### config.mk
export PLATFORM = sky130hd
export DESIGN_NAME = timestamp_ordered_buffer_queue
export DESIGN_NICKNAME = d
export VERILOG_FILES = /design/src/rtl/tobq_pkg.sv /design/src/rtl/tobq_ram.sv /design/src/rtl/timestamp_ordered_buffer_queue.sv
export SDC_FILE = /design/constraint.sdc
export NUM_CORES = 2
export LEC_CHECK = 0
export BUFFER_PORTS_ARGS = -buffer_cell sky130_fd_sc_hd__buf_2
export CAP_MARGIN = 20
export CELL_PAD_IN_SITES_DETAIL_PLACEMENT = 1
export CELL_PAD_IN_SITES_GLOBAL_PLACEMENT = 1
export CORE_MARGIN = 8
export CORE_UTILIZATION = 44
export CTS_BUF_LIST = sky130_fd_sc_hd__clkbuf_8
export DETAILED_ROUTE_END_ITERATION = 10
export PLACE_DENSITY_LB_ADDON = 0.12
export SETUP_SLACK_MARGIN = 0.2
export SLEW_MARGIN = 25
export SYNTH_ARGS = -nofsm -noshare
export SYNTH_HDL_FRONTEND = slang
export SYNTH_MEMORY_MAX_BITS = 65536
export SYNTH_SLANG_ARGS = --single-unit
### constraint.sdc
create_clock -name clk -period 23.9 [get_ports clk]
set_clock_uncertainty 0.2 [all_clocks]
set_input_delay 3.585 -clock clk [delete_from_list [all_inputs] [get_ports clk]]
set_output_delay 3.585 -clock clk [all_outputs]
set_load 0.01 [all_outputs]
### src/rtl/tobq_pkg.sv
// ----------------------------------------------------------------------------
// Timestamp-ordered buffer queue package
// Entry layout, action codes and sequencer states shared by the queue RTL.
// ----------------------------------------------------------------------------
package tobq_pkg;

  localparam int StampW = 64;
  localparam int IndexW = 8;
  localparam int AddrW  = 64;
  localparam int ActW   = 3;
  localparam int CountW = 6;

  // One queue entry as it is held in the entry RAM.
  typedef struct packed {
    logic [StampW-1:0] stamp;
    logic [IndexW-1:0] index;
    logic [AddrW-1:0]  addr;
  } entry_t;

  localparam int EntryW = $bits(entry_t);

  typedef enum logic [ActW-1:0] {
    ACT_APPEND = 3'd0,
    ACT_SORTED = 3'd1,
    ACT_POP    = 3'd2,
    ACT_FIND   = 3'd3,
    ACT_CLEAR  = 3'd4
  } action_t;

  typedef enum logic [2:0] {
    S_IDLE,
    S_SCAN,
    S_SHIFT,
    S_PUT,
    S_POP
  } state_t;

endpackage

### src/rtl/tobq_ram.sv
// ----------------------------------------------------------------------------
// Generic simple dual-port RAM
// One write port and one read port, read data registered.
// ----------------------------------------------------------------------------
module tobq_ram #(
  parameter int WIDTH = 8,
  parameter int DEPTH = 32
) (
  input  logic                     clk,
  input  logic                     we,
  input  logic [$clog2(DEPTH)-1:0] waddr,
  input  logic [WIDTH-1:0]         wdata,
  input  logic [$clog2(DEPTH)-1:0] raddr,
  output logic [WIDTH-1:0]         rdata
);

  logic [WIDTH-1:0] mem [DEPTH];

  always_ff @(posedge clk) begin
    if (we) begin
      mem[waddr] <= wdata;
    end
    rdata <= mem[raddr];
  end

endmodule

### src/rtl/timestamp_ordered_buffer_queue.sv
// ----------------------------------------------------------------------------
// Timestamp-ordered buffer queue
// Bounded queue of frame buffer entries with append, sorted insert, pop,
// find by index and clear, built around one entry RAM and one comparator.
// ----------------------------------------------------------------------------
// An action is transferred when start is high and busy is low. Its result is
// shown for exactly one cycle with done high, and the receiver cannot stall
// it. Clear, unused action codes, a pop of an empty queue and an insert into
// a full queue finish at the transfer: busy never rises and done follows in
// the next cycle. Append holds busy through the S_PUT state and a pop of a
// non-empty queue through the S_POP state. A find holds busy while the
// entries are read one per cycle from the head, until a match or the tail.
// A sorted insert scans the same way, then moves the entries behind the
// insertion point back by one place, one per cycle, and then writes the new
// entry. The scan stops at the insertion point, which is where the shift
// ends. This sequencing follows from the single read and single write port
// of the entry RAM and the single comparator that every scan goes through.
// The queue is a ring in the RAM, so a pop moves no entries; it advances the
// head pointer and lowers the count.
// ----------------------------------------------------------------------------
module timestamp_ordered_buffer_queue #(
  parameter int DEPTH = 32
) (
  input  logic                          clk,
  input  logic                          rst,
  input  logic                          start,
  output logic                          busy,
  input  logic [tobq_pkg::ActW-1:0]     action,
  input  logic [tobq_pkg::StampW-1:0]   stamp,
  input  logic [tobq_pkg::IndexW-1:0]   slot_index,
  input  logic [tobq_pkg::AddrW-1:0]    buffer_addr,
  output logic                          done,
  output logic                          entry_valid,
  output logic [tobq_pkg::StampW-1:0]   out_stamp,
  output logic [tobq_pkg::IndexW-1:0]   out_index,
  output logic [tobq_pkg::AddrW-1:0]    out_addr,
  output logic                          found,
  output logic                          dropped,
  output logic [tobq_pkg::CountW-1:0]   entry_count
);

  import tobq_pkg::*;

  // Ring addresses need AW bits; logical positions and the count must also
  // hold DEPTH itself.
  localparam int AW = $clog2(DEPTH);
  localparam int CW = $clog2(DEPTH + 1);
  localparam logic [CW-1:0] ONE  = CW'(1);
  localparam logic [CW-1:0] FULL = CW'(DEPTH);

  // Map a logical position (0 is the head) to a RAM address. The sum stays
  // below twice DEPTH, so one compare and subtract wraps it.
  function automatic logic [AW-1:0] ring_addr(input logic [AW-1:0] base,
                                               input logic [CW-1:0] off);
    logic [CW:0] sum;
    sum = (CW+1)'(base) + (CW+1)'(off);
    if (sum >= (CW+1)'(DEPTH)) begin
      sum = sum - (CW+1)'(DEPTH);
    end
    return AW'(sum);
  endfunction

  state_t state, state_next;

  logic [CW-1:0] count, count_next;
  logic [AW-1:0] head, head_next;

  // Request captured at the transfer.
  logic              req_sorted;
  logic [StampW-1:0] req_stamp;
  logic [IndexW-1:0] req_index;
  logic [AddrW-1:0]  req_addr;

  // Sequencer registers. During a scan, idx_a is the next position to read
  // and idx_b the position whose data is on the RAM output when vld is set.
  // During the shift, idx_a is the next source and idx_b the destination of
  // the data now on the RAM output; more marks sources still to read.
  logic [CW-1:0] idx_a, idx_a_next;
  logic [CW-1:0] idx_b, idx_b_next;
  logic          vld, vld_next;
  logic          more, more_next;
  logic [CW-1:0] pos, pos_next;

  // RAM side.
  logic              ram_we;
  logic [AW-1:0]     ram_waddr;
  logic [AW-1:0]     ram_raddr;
  logic [EntryW-1:0] ram_wdata;
  logic [EntryW-1:0] ram_rdata;
  entry_t            rd_entry;
  entry_t            ins_entry;

  // Shared comparator and scan decision.
  logic          hit;
  logic [CW-1:0] scan_pos;
  logic          full;

  // Result of the action that finishes this cycle.
  logic              fin;
  logic              fin_valid;
  logic [StampW-1:0] fin_stamp;
  logic [IndexW-1:0] fin_index;
  logic [AddrW-1:0]  fin_addr;
  logic              fin_found;
  logic              fin_drop;

  assign rd_entry  = entry_t'(ram_rdata);
  assign ins_entry = '{stamp: req_stamp, index: req_index, addr: req_addr};
  assign full      = (count == FULL);
  assign busy      = (state != S_IDLE);

  // The one compare unit: timestamp order for a sorted insert, index match
  // for a find.
  assign hit = vld && (req_sorted ? (req_stamp < rd_entry.stamp)
                                  : (rd_entry.index == req_index));
  assign scan_pos = hit ? idx_b : count;

  tobq_ram #(
    .WIDTH (EntryW),
    .DEPTH (DEPTH)
  ) u_ram (
    .clk   (clk),
    .we    (ram_we),
    .waddr (ram_waddr),
    .wdata (ram_wdata),
    .raddr (ram_raddr),
    .rdata (ram_rdata)
  );

  always_ff @(posedge clk) begin
    if (rst) begin
      state <= S_IDLE;
      count <= '0;
      head  <= '0;
      vld   <= 1'b0;
      more  <= 1'b0;
      done  <= 1'b0;
    end else begin
      state <= state_next;
      count <= count_next;
      head  <= head_next;
      vld   <= vld_next;
      more  <= more_next;
      done  <= fin;
    end
  end

  always_ff @(posedge clk) begin
    idx_a <= idx_a_next;
    idx_b <= idx_b_next;
    pos   <= pos_next;
    if (state == S_IDLE && start) begin
      req_sorted <= (action == ACT_SORTED);
      req_stamp  <= stamp;
      req_index  <= slot_index;
      req_addr   <= buffer_addr;
    end
    if (fin) begin
      entry_valid <= fin_valid;
      out_stamp   <= fin_stamp;
      out_index   <= fin_index;
      out_addr    <= fin_addr;
      found       <= fin_found;
      dropped     <= fin_drop;
      entry_count <= CountW'(count_next);
    end
  end

  always_comb begin
    state_next = state;
    count_next = count;
    head_next  = head;
    idx_a_next = idx_a;
    idx_b_next = idx_b;
    vld_next   = vld;
    more_next  = more;
    pos_next   = pos;

    ram_we    = 1'b0;
    ram_raddr = ring_addr(head, idx_a);
    ram_waddr = ring_addr(head, idx_b);
    ram_wdata = rd_entry;

    fin       = 1'b0;
    fin_valid = 1'b0;
    fin_stamp = '0;
    fin_index = '0;
    fin_addr  = '0;
    fin_found = 1'b0;
    fin_drop  = 1'b0;

    case (state)
      S_IDLE: begin
        // Read the head ahead of time so that a pop finds it next cycle.
        ram_raddr = head;
        if (start) begin
          case (action)
            ACT_APPEND: begin
              if (full) begin
                fin      = 1'b1;
                fin_drop = 1'b1;
              end else begin
                pos_next   = count;
                state_next = S_PUT;
              end
            end
            ACT_SORTED: begin
              if (full) begin
                fin      = 1'b1;
                fin_drop = 1'b1;
              end else begin
                idx_a_next = '0;
                vld_next   = 1'b0;
                state_next = S_SCAN;
              end
            end
            ACT_POP: begin
              if (count == '0) begin
                fin = 1'b1;
              end else begin
                state_next = S_POP;
              end
            end
            ACT_FIND: begin
              idx_a_next = '0;
              vld_next   = 1'b0;
              state_next = S_SCAN;
            end
            ACT_CLEAR: begin
              count_next = '0;
              head_next  = '0;
              fin        = 1'b1;
            end
            default: begin
              fin = 1'b1;
            end
          endcase
        end
      end

      S_SCAN: begin
        if (hit || idx_a == count) begin
          vld_next = 1'b0;
          if (!req_sorted) begin
            fin        = 1'b1;
            fin_found  = hit;
            state_next = S_IDLE;
          end else if (scan_pos == count) begin
            pos_next   = count;
            state_next = S_PUT;
          end else begin
            pos_next   = scan_pos;
            idx_a_next = count - ONE;
            more_next  = 1'b1;
            state_next = S_SHIFT;
          end
        end else begin
          vld_next   = 1'b1;
          idx_b_next = idx_a;
          idx_a_next = idx_a + ONE;
        end
      end

      S_SHIFT: begin
        // Each cycle writes the entry read last cycle, if any, one place back and,
        // while sources remain, reads the next one toward the insertion point. The
        // source stops at the insertion point, so the read address stays inside the ring.
        ram_we = vld;
        if (more) begin
          vld_next   = 1'b1;
          idx_b_next = idx_a + ONE;
          if (idx_a != pos) begin
            idx_a_next = idx_a - ONE;
          end
          more_next  = (idx_a != pos);
        end else begin
          vld_next   = 1'b0;
          state_next = S_PUT;
        end
      end

      S_PUT: begin
        ram_we     = 1'b1;
        ram_waddr  = ring_addr(head, pos);
        ram_wdata  = ins_entry;
        count_next = count + ONE;
        fin        = 1'b1;
        state_next = S_IDLE;
      end

      S_POP: begin
        fin        = 1'b1;
        fin_valid  = 1'b1;
        fin_stamp  = rd_entry.stamp;
        fin_index  = rd_entry.index;
        fin_addr   = rd_entry.addr;
        head_next  = ring_addr(head, ONE);
        count_next = count - ONE;
        state_next = S_IDLE;
      end

      default: begin
        state_next = S_IDLE;
      end
    endcase
  end

  // The count can never pass the capacity of the ring.
  a_count_bound: assert property (@(posedge clk) disable iff (rst)
    count <= FULL)
    else $error("entry count above capacity");

  // The shift only runs when the insertion point lies inside the queue.
  a_shift_pos: assert property (@(posedge clk) disable iff (rst)
    (state == S_SHIFT) |-> (pos < count))
    else $error("shift entered with insertion point at or past the tail");

  // The RAM is written only while moving entries or placing the new one.
  a_write_phase: assert property (@(posedge clk) disable iff (rst)
    ram_we |-> (state == S_SHIFT || state == S_PUT))
    else $error("entry RAM written outside an insert");

  // A pop that returns an entry leaves one entry fewer behind.
  a_pop_count: assert property (@(posedge clk) disable iff (rst)
    (state == S_POP) |=> (count == $past(count) - ONE))
    else $error("pop did not lower the count by one");

endmodule
==> metrics.txt <==
number of I/O port buffers=~290; largest net degree at the start of global routing=140; Routed Antenna Nets=0; DP Wirelength=265,000 um; H-Tree Depth=6; most frequent cell on the critical path=buf_4; Setup Buffers After CTS=0; Met1 Routed Length=roughly 210,000 um; fin crit period=7750 ps; Post-Route WL=roughly 500,000 um; Max Clk Rate=approximately 130 MHz; Max Root-Sink Buffers=4; asr flop ratio synth=0%; Synth Warn #=0; Met2 Routed Length=256,000 um; Avg Inst Size Synth=between 20 and 25 um2; power density of the placed cells=92.6 mW/mm2; Netlist Area Pre-Place=about 0.18 mm2; core area=between 0.4 and 0.5 mm2; Leakage=about 70 nW; Initial DRC Count=roughly 8.3k; crit path from=state[2]$_SDFFE_PP0P_; drt via density=just under 6; Critical Path Sink=u_ram.rdata[63]$_DFF_P_; ys flop type=edfxtp_1; CP required=approximately 25,000 ps; Worst-Skew Late Latency=1220 ps; RSZ-0062 raised after global routing=false; fin nets=~9.7k; Clock Root Buffer=clkbuf_8; Die Wd=between 600 and 700 um; CP Max Fanout=97; Top Layer Used=met5; Post-Syn Nets=8,867; critical path capture point type=flip-flop; die height=664 um; vias in the first global route=between 90k and 100k; Final Hold Vio Count=0; TNS Setup=0 ps; GRT Overall Usage=a little under a quarter; Sink Count=4,805; layout cells sized above 1=28.2%; die area=about 0.44 mm2; CP Launch Type=flip-flop; Hold Worst Slack=356 ps; final setup vio count=0; grt ovf=0; period utilization=between 30 and 40%; crit-path cells=nor3_4 > inv_4 > mux2i_4 > buf_12 > buf_4 > buf_4 > buf_4 > buf_16 > buf_4 > mux4_2 > nor2b_1 > a211oi_1 > a21oi_1 > mux2_2; reg2reg setup slack=between 15,000 and 20,000 ps; DRC viols=0; Hold-fix buffers, CTS=0; Synth Register Bits=about 4.8k; crit-path max cell delay=approximately 810 ps; Max VDD drop=between 0.00006 and 0.00007 V; Yosys cell types=58; CTS tree=done; Worst R2R Path Depth=14; Num CTS Buffers=786; Ports=around 290; Slew headroom=under 10%; sequential-to-total area share from yosys stat=between 70% and 80%; FF-to-FF End=u_ram.rdata[63]$_DFF_P_; Initial Utilization=44.1%; arrival time worst endpoint=~8700 ps; max-slew violation count=0; critical path class=reg2reg; Pre-antenna DRT Iters=5; total number of vias=around 91k; EDFF count, synth=between 4k and 5k; Worst path slowest cell=mux2i_4; gp weighted congestion=approximately 0.74; pre-CTS setup slack=15,670 ps; Max Cap Viol=0; Gates resized, CTS repair=0; Mapped Cells=8,645; wire length per cell=approximately 33 um; worst min path class=reg2reg; status=finished clean; first-pass GRT wire length=727,000 um; met3 routed WL=~28,000 um; # rows=238; Area growth, synth to finish=12.9%; initial antenna violation count=22; Worst Max-Slew Pin Slew=1450 ps; final worst slack=around 16,000 ps; Clk pin slew, worst setup/hold paths=~70 ps; Critical R2R Launch=state[2]$_SDFFE_PP0P_
[worst min path at each step]
stage                                  endpoint                     start  cells after the start
finish                        more$_SDFFE_PP0P_         more$_SDFFE_PP0P_                      2
global route        out_stamp[28]$_SDFFCE_PN0P_  u_ram.rdata[100]$_DFF_P_                      2
CTS                           more$_SDFFE_PP0P_         more$_SDFFE_PP0P_                      2
detailed placement            more$_SDFFE_PP0P_         more$_SDFFE_PP0P_                      2
global placement              more$_SDFFE_PP0P_         more$_SDFFE_PP0P_                      2
floorplan                      vld$_SDFFE_PP0P_          vld$_SDFFE_PP0P_                      2
[cells by family after synthesis]
family / count (synthesis) / synth area share, %
flip-flops: 4805 / 77.2
multiplexers: 1509 / 15.6
AND/OR/NAND/NOR: 908 / 2.42
AO/OA/AOI/OAI: 724 / 2.40
buffers and inverters: 565 / 1.50
adder cells (fa/ha/maj): 80 / 0.550
XOR/XNOR: 54 / 0.256
[layout by cell type, fill, tap and decap left out, drive strengths merged, types with 3 or more instances in the layout]
cell      synthesis  final
a221oi            5      5
clkbuf          234    872
clkinv            2    234
mux4           1088   1088
nor3             12     12
nor2            136    136
nand2           346    346
diode             0      4
o311ai            3      3
nand4            22     22
a21o              6      6
o21ai            88     88
and3             74     74
mux2i           278    278
xnor2            30     30
bufinv            0     14
ha               78     78
a2111oi           3      3
o21bai            3      3
and2              3      3
nor4              7      7
nor2b           280    280
mux2            143    143
inv              82    408
o31ai             5      5
or3               3      3
o22ai             4      4
a21oi           317    317
clkinvlp          0     12
dfxtp           153    153
xor2             24     24
a211oi          276    276
edfxtp         4652   4652
buf             247    532
nor3b             3      3
nand3            13     13
[per-stage QoR]
| stage | utilization (%) | std cells | instance area (um2) | power (mW) |
|---|---|---|---|---|
| after detailed placement | 46.2 | 14200 | 194000 | 12.7 |
| after global placement | 46.1 | 14200 | 193000 | 12.6 |
| after floorplan | - | 8645 | 185000 | 11.8 |
| after CTS | 49.7 | 15700 | 208000 | 19.5 |
| after global routing | 49.8 | 15700 | 209000 | 20.0 |
| final | 49.8 | 15700 | 209000 | 19.3 |
[synthesized netlist by cell type, types with 6 or more instances]
master	n	area share [%]
buf_1	21	0.043
and3_1	74	0.25
mux4_2	1088	13
xor2_1	24	0.11
mux2i_1	277	1.5
a21o_1	6	0.024
nor4_1	7	0.024
o21ai_0	88	0.24
nor2b_1	280	0.95
xnor2_1	30	0.14
clkbuf_1	234	0.48
edfxtp_1	4652	76
nor2_1	136	0.28
nor3_1	11	0.030
mux2_2	143	0.87
nand3_1	13	0.035
buf_6	34	0.21
dfxtp_1	153	1.7
a21oi_1	317	0.86
buf_2	127	0.34
inv_1	81	0.16
ha_1	78	0.53
nand2_1	346	0.70
a211oi_1	275	1.1
nand4_1	22	0.074
buf_4	65	0.26
[flip-flops by register name, indices dropped and copies added, names as in the netlist, 3 cells and up]
name	cells
out_stamp	64
req_addr	64
idx_b	6
idx_a	6
u_ram.rdata	136
pos	6
entry_count	6
out_index	8
out_addr	64
state	3
head	5
count	6
u_ram.mem	4352
req_index	8
req_stamp	64
[final cells by class]
cell class | count | area, um2
antenna | 4 | 10.0
clock buffer | 872 | 12000
clock inverter | 584 | 2870
fill | 37500 | 211000
inverter | 84 | 325
multi-input combinational | 3275 | 40000
sequential | 4805 | 143000
tap | 5520 | 6910
timing repair buffer | 532 | 3810
[critical path, delay by kind of cell, from the launching register on]
family / cells / cell delay, ps
AND/OR/NAND/NOR: 2 / 680
AO/OA/AOI/OAI: 2 / 400
multiplexers: 3 / 1740
flip-flops: 1 / 460
buffers and inverters: 7 / 3820
[metal layers]
layer	vias to the layer above	track usage (%)
li1	37600	-
met1	49500	30.3
met2	2874	38.7
met3	801	3.45
met4	14	7.64
met5	-	0
[report_power, final]
| part | total, mW | internal (mW) | switching, mW |
|---|---|---|---|
| clock | 6.80 | 3.49 | 3.30 |
| sequential | 10.2 | 10.1 | 0.124 |
| combinational | 2.33 | 0.745 | 1.58 |
| total | 19.3 | 14.3 | 5.01 |
(Power assumes the default switching activity.)
